===== src/rtl/amscr_pkg.sv =====
package amscr_pkg;

    localparam int SAMPLE_W      = 16;
    localparam int CHANNEL_SLOTS = 8;
    localparam int MASK_W        = 8;
    localparam int VOL_W         = 15;
    localparam int LEVEL_W       = 15;
    localparam int UNITY_GAIN    = 16384;
    localparam int GAIN_SHIFT    = 14;
    localparam int FULL_POS      = 32767;
    localparam int FULL_NEG      = -32768;

    // Sum of up to eight channels, then the scaled and floored mix value.
    localparam int SUM_W         = 19;
    localparam int MIX_W         = 20;
    // Soft-clip divisor and quotient.
    localparam int DIV_W         = 18;
    localparam int QUO_W         = 15;
    // Square of one output sample.
    localparam int SQ_W          = 31;
    // Level search: (L*32767) is 30 bits, its square is split in two halves.
    localparam int LS_W          = 30;

    localparam int IN_DATA_W     = SAMPLE_W * CHANNEL_SLOTS;
    localparam int OUT_DATA_W    = 32;
    localparam int APB_DATA_W    = 32;
    localparam int PADDR_W       = 3;
    localparam int QUEUE_DEPTH   = 2;

    localparam int DEFAULT_CHANNELS = 8;
    localparam int DEFAULT_WINDOW   = 1024;

    // Register index, taken from byte address bit 2.
    localparam logic REG_VOLUME  = 1'b0;

    typedef enum logic [3:0] {
        ST_IDLE,
        ST_DIV,
        ST_CLIP,
        ST_SQUARE,
        ST_ACCUM,
        ST_LV_SQ,
        ST_LV_LO,
        ST_LV_HI,
        ST_LV_CMP,
        ST_OUT
    } back_state_t;

endpackage


===== src/rtl/amscr_front.sv =====
module amscr_front #(
    parameter int CHANNELS = amscr_pkg::DEFAULT_CHANNELS
) (
    input  logic                                   clk,
    input  logic                                   rst_n,
    input  logic                                   s_tvalid,
    output logic                                   s_tready,
    input  logic [amscr_pkg::IN_DATA_W-1:0]        s_tdata,
    input  logic [amscr_pkg::MASK_W-1:0]           s_tuser,
    input  logic [amscr_pkg::VOL_W-1:0]            volume,
    output logic                                   q_valid,
    input  logic                                   q_ready,
    output logic [amscr_pkg::MIX_W-1:0]            q_data
);
    import amscr_pkg::*;

    localparam int PROD_W = SUM_W + VOL_W + 1;

    logic                     busy_reg;
    logic                     busy_next;
    logic signed [SUM_W-1:0]  sum_reg;
    logic signed [SUM_W-1:0]  sum_next;
    logic signed [PROD_W-1:0] prod;
    logic                     s_accept;

    assign s_tready = !busy_reg || q_ready;
    assign s_accept = s_tvalid && s_tready;

    // Sum the active channels; mask bits beyond CHANNELS are dropped.
    always_comb
    begin
        sum_next = '0;
        for (int i = 0; i < CHANNEL_SLOTS; i++)
        begin
            if (i < CHANNELS && s_tuser[i])
            begin
                sum_next = sum_next
                         + SUM_W'(signed'(s_tdata[i*SAMPLE_W +: SAMPLE_W]));
            end
        end
    end

    // Floor shift by GAIN_SHIFT is a plain bit select of the signed product.
    assign prod    = sum_reg * $signed({1'b0, volume});
    assign q_data  = prod[GAIN_SHIFT +: MIX_W];
    assign q_valid = busy_reg;

    assign busy_next = s_accept || (busy_reg && !q_ready);

    always_ff @(posedge clk or negedge rst_n)
    begin
        if (!rst_n)
        begin
            busy_reg <= 1'b0;
        end
        else
        begin
            busy_reg <= busy_next;
        end
    end

    always_ff @(posedge clk)
    begin
        if (s_accept)
        begin
            sum_reg <= sum_next;
        end
    end

endmodule


===== src/rtl/amscr_fifo.sv =====
module amscr_fifo #(
    parameter int WIDTH = amscr_pkg::MIX_W,
    parameter int DEPTH = amscr_pkg::QUEUE_DEPTH
) (
    input  logic             clk,
    input  logic             rst_n,
    input  logic             in_valid,
    output logic             in_ready,
    input  logic [WIDTH-1:0] in_data,
    output logic             out_valid,
    input  logic             out_ready,
    output logic [WIDTH-1:0] out_data
);
    localparam int PTR_W = (DEPTH > 1) ? $clog2(DEPTH) : 1;
    localparam int CNT_W = $clog2(DEPTH + 1);

    logic [WIDTH-1:0] mem_reg [DEPTH];
    logic [PTR_W-1:0] wr_ptr_reg;
    logic [PTR_W-1:0] wr_ptr_next;
    logic [PTR_W-1:0] rd_ptr_reg;
    logic [PTR_W-1:0] rd_ptr_next;
    logic [CNT_W-1:0] count_reg;
    logic [CNT_W-1:0] count_next;
    logic             push;
    logic             pop;

    assign in_ready  = count_reg != CNT_W'(DEPTH);
    assign out_valid = count_reg != '0;
    assign out_data  = mem_reg[rd_ptr_reg];
    assign push      = in_valid && in_ready;
    assign pop       = out_valid && out_ready;

    always_comb
    begin
        wr_ptr_next = wr_ptr_reg;
        rd_ptr_next = rd_ptr_reg;
        count_next  = count_reg;
        if (push)
        begin
            wr_ptr_next = (wr_ptr_reg == PTR_W'(DEPTH - 1)) ? '0 : wr_ptr_reg + 1'b1;
        end
        if (pop)
        begin
            rd_ptr_next = (rd_ptr_reg == PTR_W'(DEPTH - 1)) ? '0 : rd_ptr_reg + 1'b1;
        end
        if (push && !pop)
        begin
            count_next = count_reg + 1'b1;
        end
        else if (pop && !push)
        begin
            count_next = count_reg - 1'b1;
        end
    end

    always_ff @(posedge clk or negedge rst_n)
    begin
        if (!rst_n)
        begin
            wr_ptr_reg <= '0;
            rd_ptr_reg <= '0;
            count_reg  <= '0;
        end
        else
        begin
            wr_ptr_reg <= wr_ptr_next;
            rd_ptr_reg <= rd_ptr_next;
            count_reg  <= count_next;
        end
    end

    always_ff @(posedge clk)
    begin
        if (push)
        begin
            mem_reg[wr_ptr_reg] <= in_data;
        end
    end

endmodule


===== src/rtl/amscr_back.sv =====
module amscr_back #(
    parameter int WINDOW_SAMPLES = amscr_pkg::DEFAULT_WINDOW
) (
    input  logic                                clk,
    input  logic                                rst_n,
    input  logic                                q_valid,
    output logic                                q_ready,
    input  logic [amscr_pkg::MIX_W-1:0]         q_data,
    output logic                                m_tvalid,
    input  logic                                m_tready,
    output logic [amscr_pkg::SAMPLE_W-1:0]      m_sample,
    output logic [amscr_pkg::LEVEL_W-1:0]       m_level,
    output logic                                m_updated
);
    import amscr_pkg::*;

    localparam int WW     = $clog2(WINDOW_SAMPLES + 1);
    localparam int ACC_W  = SQ_W + $clog2(WINDOW_SAMPLES);
    localparam int PP_W   = LS_W + WW;
    localparam int CMP_W  = 2 * LS_W + WW;
    localparam logic [WW-1:0] WIN      = WW'(WINDOW_SAMPLES);
    localparam logic [WW-1:0] WIN_LAST = WW'(WINDOW_SAMPLES - 1);
    localparam logic signed [MIX_W-1:0]    MIX_POS = MIX_W'(FULL_POS);
    localparam logic signed [MIX_W-1:0]    MIX_NEG = MIX_W'(FULL_NEG);
    localparam logic [QUO_W-1:0]           NUMER   = QUO_W'(FULL_POS);
    localparam logic [SAMPLE_W-1:0]        S_POS   = SAMPLE_W'(FULL_POS);
    localparam logic [SAMPLE_W-1:0]        S_NEG   = SAMPLE_W'(FULL_NEG);
    localparam logic [LEVEL_W-1:0]         UNITY   = LEVEL_W'(UNITY_GAIN);
    localparam logic [3:0]                 TOP_BIT = 4'(LEVEL_W - 1);

    back_state_t                state_reg, state_next;
    logic signed [SAMPLE_W-1:0] sample_reg, sample_next;
    logic [DIV_W-1:0]           divisor_reg, divisor_next;
    logic [DIV_W-1:0]           rem_reg, rem_next;
    logic [QUO_W-1:0]           quo_reg, quo_next;
    logic                       neg_reg, neg_next;
    logic [3:0]                 step_reg, step_next;
    logic [SQ_W-1:0]            sq_reg, sq_next;
    logic [ACC_W-1:0]           acc_reg, acc_next;
    logic [WW-1:0]              count_reg, count_next;
    logic [LEVEL_W-1:0]         level_reg, level_next;
    logic [LEVEL_W-1:0]         lv_reg, lv_next;
    logic [2*LS_W-1:0]          lsq_reg, lsq_next;
    logic [PP_W-1:0]            plo_reg, plo_next;
    logic [PP_W-1:0]            phi_reg, phi_next;
    logic                       updated_reg, updated_next;
    logic                       out_valid_reg, out_valid_next;
    logic [SAMPLE_W-1:0]        out_sample_reg, out_sample_next;
    logic [LEVEL_W-1:0]         out_level_reg, out_level_next;
    logic                       out_updated_reg, out_updated_next;

    logic signed [MIX_W-1:0]      mix;
    logic [DIV_W:0]               trial;
    logic                         trial_ge;
    logic signed [2*SAMPLE_W-1:0] sq_full;
    logic [LEVEL_W-1:0]           cand;
    logic [LS_W-1:0]              scaled;
    logic [CMP_W-1:0]             lhs;
    logic [CMP_W-1:0]             rhs;
    logic                         lv_done;

    assign mix      = q_data;
    assign trial    = {rem_reg, NUMER[step_reg]};
    assign trial_ge = trial >= {1'b0, divisor_reg};
    assign sq_full  = sample_reg * sample_reg;
    assign cand     = lv_reg | (LEVEL_W'(1) << step_reg);
    assign scaled   = {LS_W'(cand) << 15} - LS_W'(cand);
    assign lhs      = (CMP_W'(phi_reg) << LS_W) + CMP_W'(plo_reg);
    assign rhs      = CMP_W'(acc_reg) << 28;
    assign lv_done  = step_reg == '0;

    assign q_ready   = state_reg == ST_IDLE;
    assign m_tvalid  = out_valid_reg;
    assign m_sample  = out_sample_reg;
    assign m_level   = out_level_reg;
    assign m_updated = out_updated_reg;

    always_comb
    begin
        state_next       = state_reg;
        sample_next      = sample_reg;
        divisor_next     = divisor_reg;
        rem_next         = rem_reg;
        quo_next         = quo_reg;
        neg_next         = neg_reg;
        step_next        = step_reg;
        sq_next          = sq_reg;
        acc_next         = acc_reg;
        count_next       = count_reg;
        level_next       = level_reg;
        lv_next          = lv_reg;
        lsq_next         = lsq_reg;
        plo_next         = plo_reg;
        phi_next         = phi_reg;
        updated_next     = updated_reg;
        out_valid_next   = out_valid_reg && !m_tready;
        out_sample_next  = out_sample_reg;
        out_level_next   = out_level_reg;
        out_updated_next = out_updated_reg;

        case (state_reg)
            ST_IDLE:
            begin
                if (q_valid)
                begin
                    rem_next  = '0;
                    quo_next  = '0;
                    step_next = 4'(QUO_W - 1);
                    if (mix > MIX_POS)
                    begin
                        neg_next     = 1'b0;
                        divisor_next = DIV_W'(mix - MIX_POS + MIX_W'(1));
                        state_next   = ST_DIV;
                    end
                    else if (mix < MIX_NEG)
                    begin
                        neg_next     = 1'b1;
                        divisor_next = DIV_W'(MIX_NEG + MIX_W'(1) - mix);
                        state_next   = ST_DIV;
                    end
                    else
                    begin
                        sample_next = SAMPLE_W'(mix);
                        state_next  = ST_SQUARE;
                    end
                end
            end
            ST_DIV:
            begin
                // Restoring division of 32767 by the overshoot plus one, one bit a cycle.
                rem_next = trial_ge ? DIV_W'(trial - {1'b0, divisor_reg}) : DIV_W'(trial);
                quo_next = {quo_reg[QUO_W-2:0], trial_ge};
                if (step_reg == '0)
                begin
                    state_next = ST_CLIP;
                end
                else
                begin
                    step_next = step_reg - 1'b1;
                end
            end
            ST_CLIP:
            begin
                sample_next = neg_reg ? S_NEG + SAMPLE_W'(quo_reg)
                                      : S_POS - SAMPLE_W'(quo_reg);
                state_next  = ST_SQUARE;
            end
            ST_SQUARE:
            begin
                sq_next    = SQ_W'(sq_full);
                state_next = ST_ACCUM;
            end
            ST_ACCUM:
            begin
                acc_next = acc_reg + ACC_W'(sq_reg);
                if (count_reg == WIN_LAST)
                begin
                    count_next   = '0;
                    lv_next      = '0;
                    step_next    = TOP_BIT;
                    updated_next = 1'b1;
                    state_next   = ST_LV_SQ;
                end
                else
                begin
                    count_next   = count_reg + 1'b1;
                    updated_next = 1'b0;
                    state_next   = ST_OUT;
                end
            end
            ST_LV_SQ:
            begin
                if (cand > UNITY)
                begin
                    // Candidate above full scale: skip this bit.
                    if (lv_done)
                    begin
                        level_next = lv_reg;
                        acc_next   = '0;
                        state_next = ST_OUT;
                    end
                    else
                    begin
                        step_next = step_reg - 1'b1;
                    end
                end
                else
                begin
                    lsq_next   = scaled * scaled;
                    state_next = ST_LV_LO;
                end
            end
            ST_LV_LO:
            begin
                plo_next   = lsq_reg[LS_W-1:0] * WIN;
                state_next = ST_LV_HI;
            end
            ST_LV_HI:
            begin
                phi_next   = lsq_reg[2*LS_W-1:LS_W] * WIN;
                state_next = ST_LV_CMP;
            end
            ST_LV_CMP:
            begin
                if (lhs <= rhs)
                begin
                    lv_next = cand;
                end
                if (lv_done)
                begin
                    level_next = (lhs <= rhs) ? cand : lv_reg;
                    acc_next   = '0;
                    state_next = ST_OUT;
                end
                else
                begin
                    step_next  = step_reg - 1'b1;
                    state_next = ST_LV_SQ;
                end
            end
            ST_OUT:
            begin
                if (!out_valid_reg || m_tready)
                begin
                    out_valid_next   = 1'b1;
                    out_sample_next  = sample_reg;
                    out_level_next   = level_reg;
                    out_updated_next = updated_reg;
                    state_next       = ST_IDLE;
                end
            end
            default:
            begin
                state_next = ST_IDLE;
            end
        endcase
    end

    always_ff @(posedge clk or negedge rst_n)
    begin
        if (!rst_n)
        begin
            state_reg     <= ST_IDLE;
            acc_reg       <= '0;
            count_reg     <= '0;
            level_reg     <= '0;
            out_valid_reg <= 1'b0;
        end
        else
        begin
            state_reg     <= state_next;
            acc_reg       <= acc_next;
            count_reg     <= count_next;
            level_reg     <= level_next;
            out_valid_reg <= out_valid_next;
        end
    end

    always_ff @(posedge clk)
    begin
        sample_reg      <= sample_next;
        divisor_reg     <= divisor_next;
        rem_reg         <= rem_next;
        quo_reg         <= quo_next;
        neg_reg         <= neg_next;
        step_reg        <= step_next;
        sq_reg          <= sq_next;
        lv_reg          <= lv_next;
        lsq_reg         <= lsq_next;
        plo_reg         <= plo_next;
        phi_reg         <= phi_next;
        updated_reg     <= updated_next;
        out_sample_reg  <= out_sample_next;
        out_level_reg   <= out_level_next;
        out_updated_reg <= out_updated_next;
    end

endmodule


===== src/rtl/audio_mixer_soft_clip_rms.sv =====
// An in-range sample passes the front-end register, the queue and the back-end
// square, accumulate and output states to m_tvalid; a clipped sample first
// runs the soft-clip divider, and a sample that closes a window adds the level
// search (15 bits, 4 steps each). New frames queue while the back end is busy.
// Reset (rst_n, async, active low): volume to unity, accumulator, window count
// and level to zero, queue and output register empty.
module audio_mixer_soft_clip_rms #(
    parameter int CHANNELS       = amscr_pkg::DEFAULT_CHANNELS,
    parameter int WINDOW_SAMPLES = amscr_pkg::DEFAULT_WINDOW
) (
    input  logic                                clk,
    input  logic                                rst_n,
    input  logic                                s_tvalid,
    output logic                                s_tready,
    // channel_sample_0 .. channel_sample_7, 16 bits each
    input  logic [amscr_pkg::IN_DATA_W-1:0]     s_tdata,
    // active_mask
    input  logic [amscr_pkg::MASK_W-1:0]        s_tuser,
    output logic                                m_tvalid,
    input  logic                                m_tready,
    // mixed_sample [15:0], output_level [30:16], zero [31]
    output logic [amscr_pkg::OUT_DATA_W-1:0]    m_tdata,
    // level_updated
    output logic                                m_tuser,
    input  logic                                psel,
    input  logic                                penable,
    input  logic                                pwrite,
    input  logic [amscr_pkg::PADDR_W-1:0]       paddr,
    input  logic [amscr_pkg::APB_DATA_W-1:0]    pwdata,
    output logic [amscr_pkg::APB_DATA_W-1:0]    prdata,
    output logic                                pready
);
    import amscr_pkg::*;

    logic [VOL_W-1:0]    volume_reg;
    logic [VOL_W-1:0]    volume_next;
    logic [VOL_W-1:0]    wr_value;
    logic                vol_write;
    logic                q_in_valid;
    logic                q_in_ready;
    logic [MIX_W-1:0]    q_in_data;
    logic                q_out_valid;
    logic                q_out_ready;
    logic [MIX_W-1:0]    q_out_data;
    logic [SAMPLE_W-1:0] out_sample;
    logic [LEVEL_W-1:0]  out_level;

    assign pready    = 1'b1;
    assign vol_write = psel && penable && pwrite && pready && (paddr[2] == REG_VOLUME);
    assign wr_value  = pwdata[VOL_W-1:0];
    // Saturate writes above unity.
    assign volume_next = (wr_value > VOL_W'(UNITY_GAIN)) ? VOL_W'(UNITY_GAIN) : wr_value;
    assign prdata    = (paddr[2] == REG_VOLUME) ? APB_DATA_W'(volume_reg) : '0;

    always_ff @(posedge clk or negedge rst_n)
    begin
        if (!rst_n)
        begin
            volume_reg <= VOL_W'(UNITY_GAIN);
        end
        else if (vol_write)
        begin
            volume_reg <= volume_next;
        end
    end

    amscr_front #(
        .CHANNELS (CHANNELS)
    ) u_front (
        .clk      (clk),
        .rst_n    (rst_n),
        .s_tvalid (s_tvalid),
        .s_tready (s_tready),
        .s_tdata  (s_tdata),
        .s_tuser  (s_tuser),
        .volume   (volume_reg),
        .q_valid  (q_in_valid),
        .q_ready  (q_in_ready),
        .q_data   (q_in_data)
    );

    amscr_fifo #(
        .WIDTH (MIX_W),
        .DEPTH (QUEUE_DEPTH)
    ) u_queue (
        .clk       (clk),
        .rst_n     (rst_n),
        .in_valid  (q_in_valid),
        .in_ready  (q_in_ready),
        .in_data   (q_in_data),
        .out_valid (q_out_valid),
        .out_ready (q_out_ready),
        .out_data  (q_out_data)
    );

    amscr_back #(
        .WINDOW_SAMPLES (WINDOW_SAMPLES)
    ) u_back (
        .clk       (clk),
        .rst_n     (rst_n),
        .q_valid   (q_out_valid),
        .q_ready   (q_out_ready),
        .q_data    (q_out_data),
        .m_tvalid  (m_tvalid),
        .m_tready  (m_tready),
        .m_sample  (out_sample),
        .m_level   (out_level),
        .m_updated (m_tuser)
    );

    assign m_tdata = {1'b0, out_level, out_sample};

endmodule

===== config.mk =====
export PLATFORM = sky130hd
export DESIGN_NAME = audio_mixer_soft_clip_rms
export DESIGN_NICKNAME = d
export VERILOG_FILES = /design/src/rtl/amscr_pkg.sv /design/src/rtl/amscr_front.sv /design/src/rtl/amscr_fifo.sv /design/src/rtl/amscr_back.sv /design/src/rtl/audio_mixer_soft_clip_rms.sv
export SDC_FILE = /design/constraint.sdc
export NUM_CORES = 2
export LEC_CHECK = 0
export BUFFER_PORTS_ARGS = -buffer_cell sky130_fd_sc_hd__buf_2
export CAP_MARGIN = 20
export CORE_UTILIZATION = 65
export DETAILED_ROUTE_END_ITERATION = 10
export GPL_TIMING_DRIVEN = 1
export PLACE_DENSITY = 0.83
export SYNTH_ARGS = -nofsm -noshare
export SYNTH_HDL_FRONTEND = slang
export SYNTH_HIERARCHICAL = 1
export SYNTH_SLANG_ARGS = --single-unit

===== constraint.sdc =====
create_clock -name clk -period 11.8 [get_ports clk]
set_input_delay 1.77 -clock clk [delete_from_list [all_inputs] [get_ports clk]]
set_output_delay 1.77 -clock clk [all_outputs]
set_load 0.02 [all_outputs]

==> results by group <==
Clock tree
  • Hold Buf Count CTS: 0
  • Max Root-Sink Buffers: 3
  • CTS tree: yes
  • Clk_lat worst skew: 0.61 ns
  • Clock sink count: 419
  • TritonCTS Buffers: 43
  • CTS root buf: clkbuf_16
  • Clock transition at path regs: 0.07 ns
  • H-tree levels: 2

Detailed routing
  • DRT Wirelength: 189000 µm
  • DRC violations left: 0
  • DR vias/cell: 5.86
  • DR WL/cell: 20.0 µm
  • Vias: 55200
  • DRT iter0 DRCs: 4432
  • Detailed-router iteration count before antenna repair: 6
  • DRT antenna net count: 0

STA
  • Max_slew headroom: 0.257
  • Setup Viol. Count Final: 0
  • FMAX: 87.8 MHz
  • Final Hold Vio Count: 0
  • RSZ-0062 raised after global routing: true
  • Crit path time final: 11.39 ns
  • Final period utilization: 0.965
  • Setup TNS: 0 ns
  • Final setup margin: 0.409 ns
  • Worst slew pin tran: 1.11 ns
  • Final Max Slew Viols: 0
  • Clock skew: 0.0331 ns

Layout
  • Share of post-route cells with drive strength above 1: 0.0989
  • Filler cells: 7797
  • Number of flip-flops in the largest register: 59
  • Most common cell after layout, fill and taps aside: inv_1
  • Nets: 9955
  • Final core occ: 0.713
  • Synth-to-layout area growth: 8.18%
  • Most frequent cells in the layout: inv_1 (1652), fa_1 (1230), nand2_1 (659)

Floorplan
  • Core area: 109000 µm²
  • Placement Rows: 121
  • Die width: 335 µm
  • Die area: 112000 µm²
  • I/O pins: 246
  • Initial Util: 0.659
  • Die Y: 335 µm

Setup path
  • Worst path required time: 12.14 ns
  • Peak fanout along the critical path: 3
  • Slowest cell on crit path: a2111oi_1
  • Crit start category: input port
  • CP max stage delay: 0.37 ns
  • Nature of the critical path endpoint: flop
  • WP data arrival: 11.73 ns
  • Critical setup path kind: in2reg

Global route
  • Congestion Overflow GR: 0
  • Initial antenna violation count: 4
  • Largest net degree at the start of global routing: 78
  • Vias in the first global route: 58100
  • First-pass GRT wire length: 303000 µm
  • GRT Overall Usage: 0.343

Logic synthesis
  • Register area share after synthesis: 0.168
  • Mapped Avg Cell Area: 9.50 µm²
  • Synthesized flop and latch total: 419
  • Cells after Synth: 7587
  • Top_reg_cell synth: edfxtp_1
  • Number of synthesized flops with an enable pin: 327
  • Count of cell types in the netlist: 114
  • Synth warnings: 6
  • Post-Syn Area: 72100 µm²
  • Asr flop ratio synth: 0.220

Placed design
  • Dpl hpwl: 151000 µm
  • Buffers on Ports: 207
  • Dpl ws: -0.555 ns
  • GPL Wtd Cong: 0.968

Outcome
  • Status: finished clean

Hold path
  • Hold Crit Class: reg2reg

Flow run
  • Max_cap viols: 0
[through the flow]
step | instance area, µm² | std cells | hold WS, ns
after floorplan | 72200 | 7613 | 0.400
after global placement | 76100 | 9331 | 0.400
after detailed placement | 76100 | 9331 | 0.405
after CTS | 77600 | 9411 | 0.412
after global routing | 78000 | 9423 | 0.415
final | 78000 | 9424 | 0.412
[layer usage]
layer	vias to the layer above	share of wire	track usage
met1	27300	0.39	0.453
met5	-	0.000069	0
met2	2735	0.47	0.563
met3	528	0.10	0.0671
met4	2	0.043	0.128
li1	24600	-	-
[worst paths after layout]
kind                                         start             endpoint  slack (ns)  depth (start not counted)
worst max-delay path                    s_tdata[0]  u_front/sum_reg[18]        0.41                         54
worst min-delay path            u_back/lsq_reg[45]   u_back/phi_reg[25]        0.41                          0
worst max register to register  u_back/step_reg[0]   u_back/lsq_reg[40]        0.47                         34
worst min register to register  u_back/lsq_reg[45]   u_back/phi_reg[25]        0.41                          0
max in group asynchronous                    rst_n       volume_reg[14]        9.81                          3
min in group asynchronous                    rst_n    u_back/acc_reg[5]        1.03                          1
[cells in the mapped netlist, types with 12 or more instances]
master	n	area share
or3_1	31	0.0027
a31oi_1	48	0.0042
o211ai_1	23	0.0024
fa_1	1230	0.34
nor2b_1	57	0.0049
mux2i_1	43	0.0060
and2_1	244	0.021
xor2_1	111	0.013
o21ai_0	183	0.013
o31ai_1	36	0.0037
nor3_1	67	0.0047
and3_1	62	0.0054
ha_1	638	0.11
nand2_1	660	0.034
nand4_1	41	0.0036
nor2_2	15	0.0013
a211oi_1	42	0.0044
o21bai_1	27	0.0028
nand3_1	73	0.0051
o21a_1	65	0.0068
dfrtp_1	91	0.032
a21oi_1	292	0.020
nor2_1	479	0.025
edfxtp_1	327	0.14
a211o_1	14	0.0017
inv_1	1653	0.086
o22ai_1	32	0.0028
buf_2	28	0.0019
clkbuf_1	186	0.0097
mux2_2	61	0.0095
nor4_1	20	0.0017
nand2b_1	65	0.0056
xnor2_1	213	0.026
a21o_1	117	0.012
buf_4	24	0.0025
and4_1	12	0.0015
[critical path: cells and delay by family]
family,cells,cell delay [ns]
simple gates,14,2.39
compound gates,17,3.24
xor+xnor,9,1.49
buf+inv,6,0.94
fa+ha+maj,8,1.85
[cells by family (layout without fill, tap and decap cells)]
logic type / after synthesis / after routing / share of synthesized area
multiplexers: 105 / 105 / 0.0157
AO/OA/AOI/OAI: 1036 / 1036 / 0.0933
flip-flops: 419 / 419 / 0.168
AND/OR/NAND/NOR: 1894 / 1894 / 0.125
other: 4 / 34 / 0.000208
XOR/XNOR: 334 / 334 / 0.0420
adder cells (fa/ha/maj): 1871 / 1871 / 0.453
buffers and inverters: 1924 / 2255 / 0.103
[what timing repair did]
action                     4_1_cts  5_1_grt
buffers inserted                 0        6
resized for setup                0       60
setup endpoints to repair        0       11
[area by class of cell]
class	count	area, µm²	area share
multi-input combinational	5270	53000	0.680
sequential	419	12100	0.155
inverter	1668	6260	0.0803
timing repair buffer	507	3320	0.0425
tap	1476	1850	0.0237
clock buffer	50	1100	0.0141
clock inverter	30	332	0.00425
antenna	4	10.0	0.000128
Power is not shown: default switching activity piles up to over one toggle a cycle in this logic, so the estimate is an artifact.
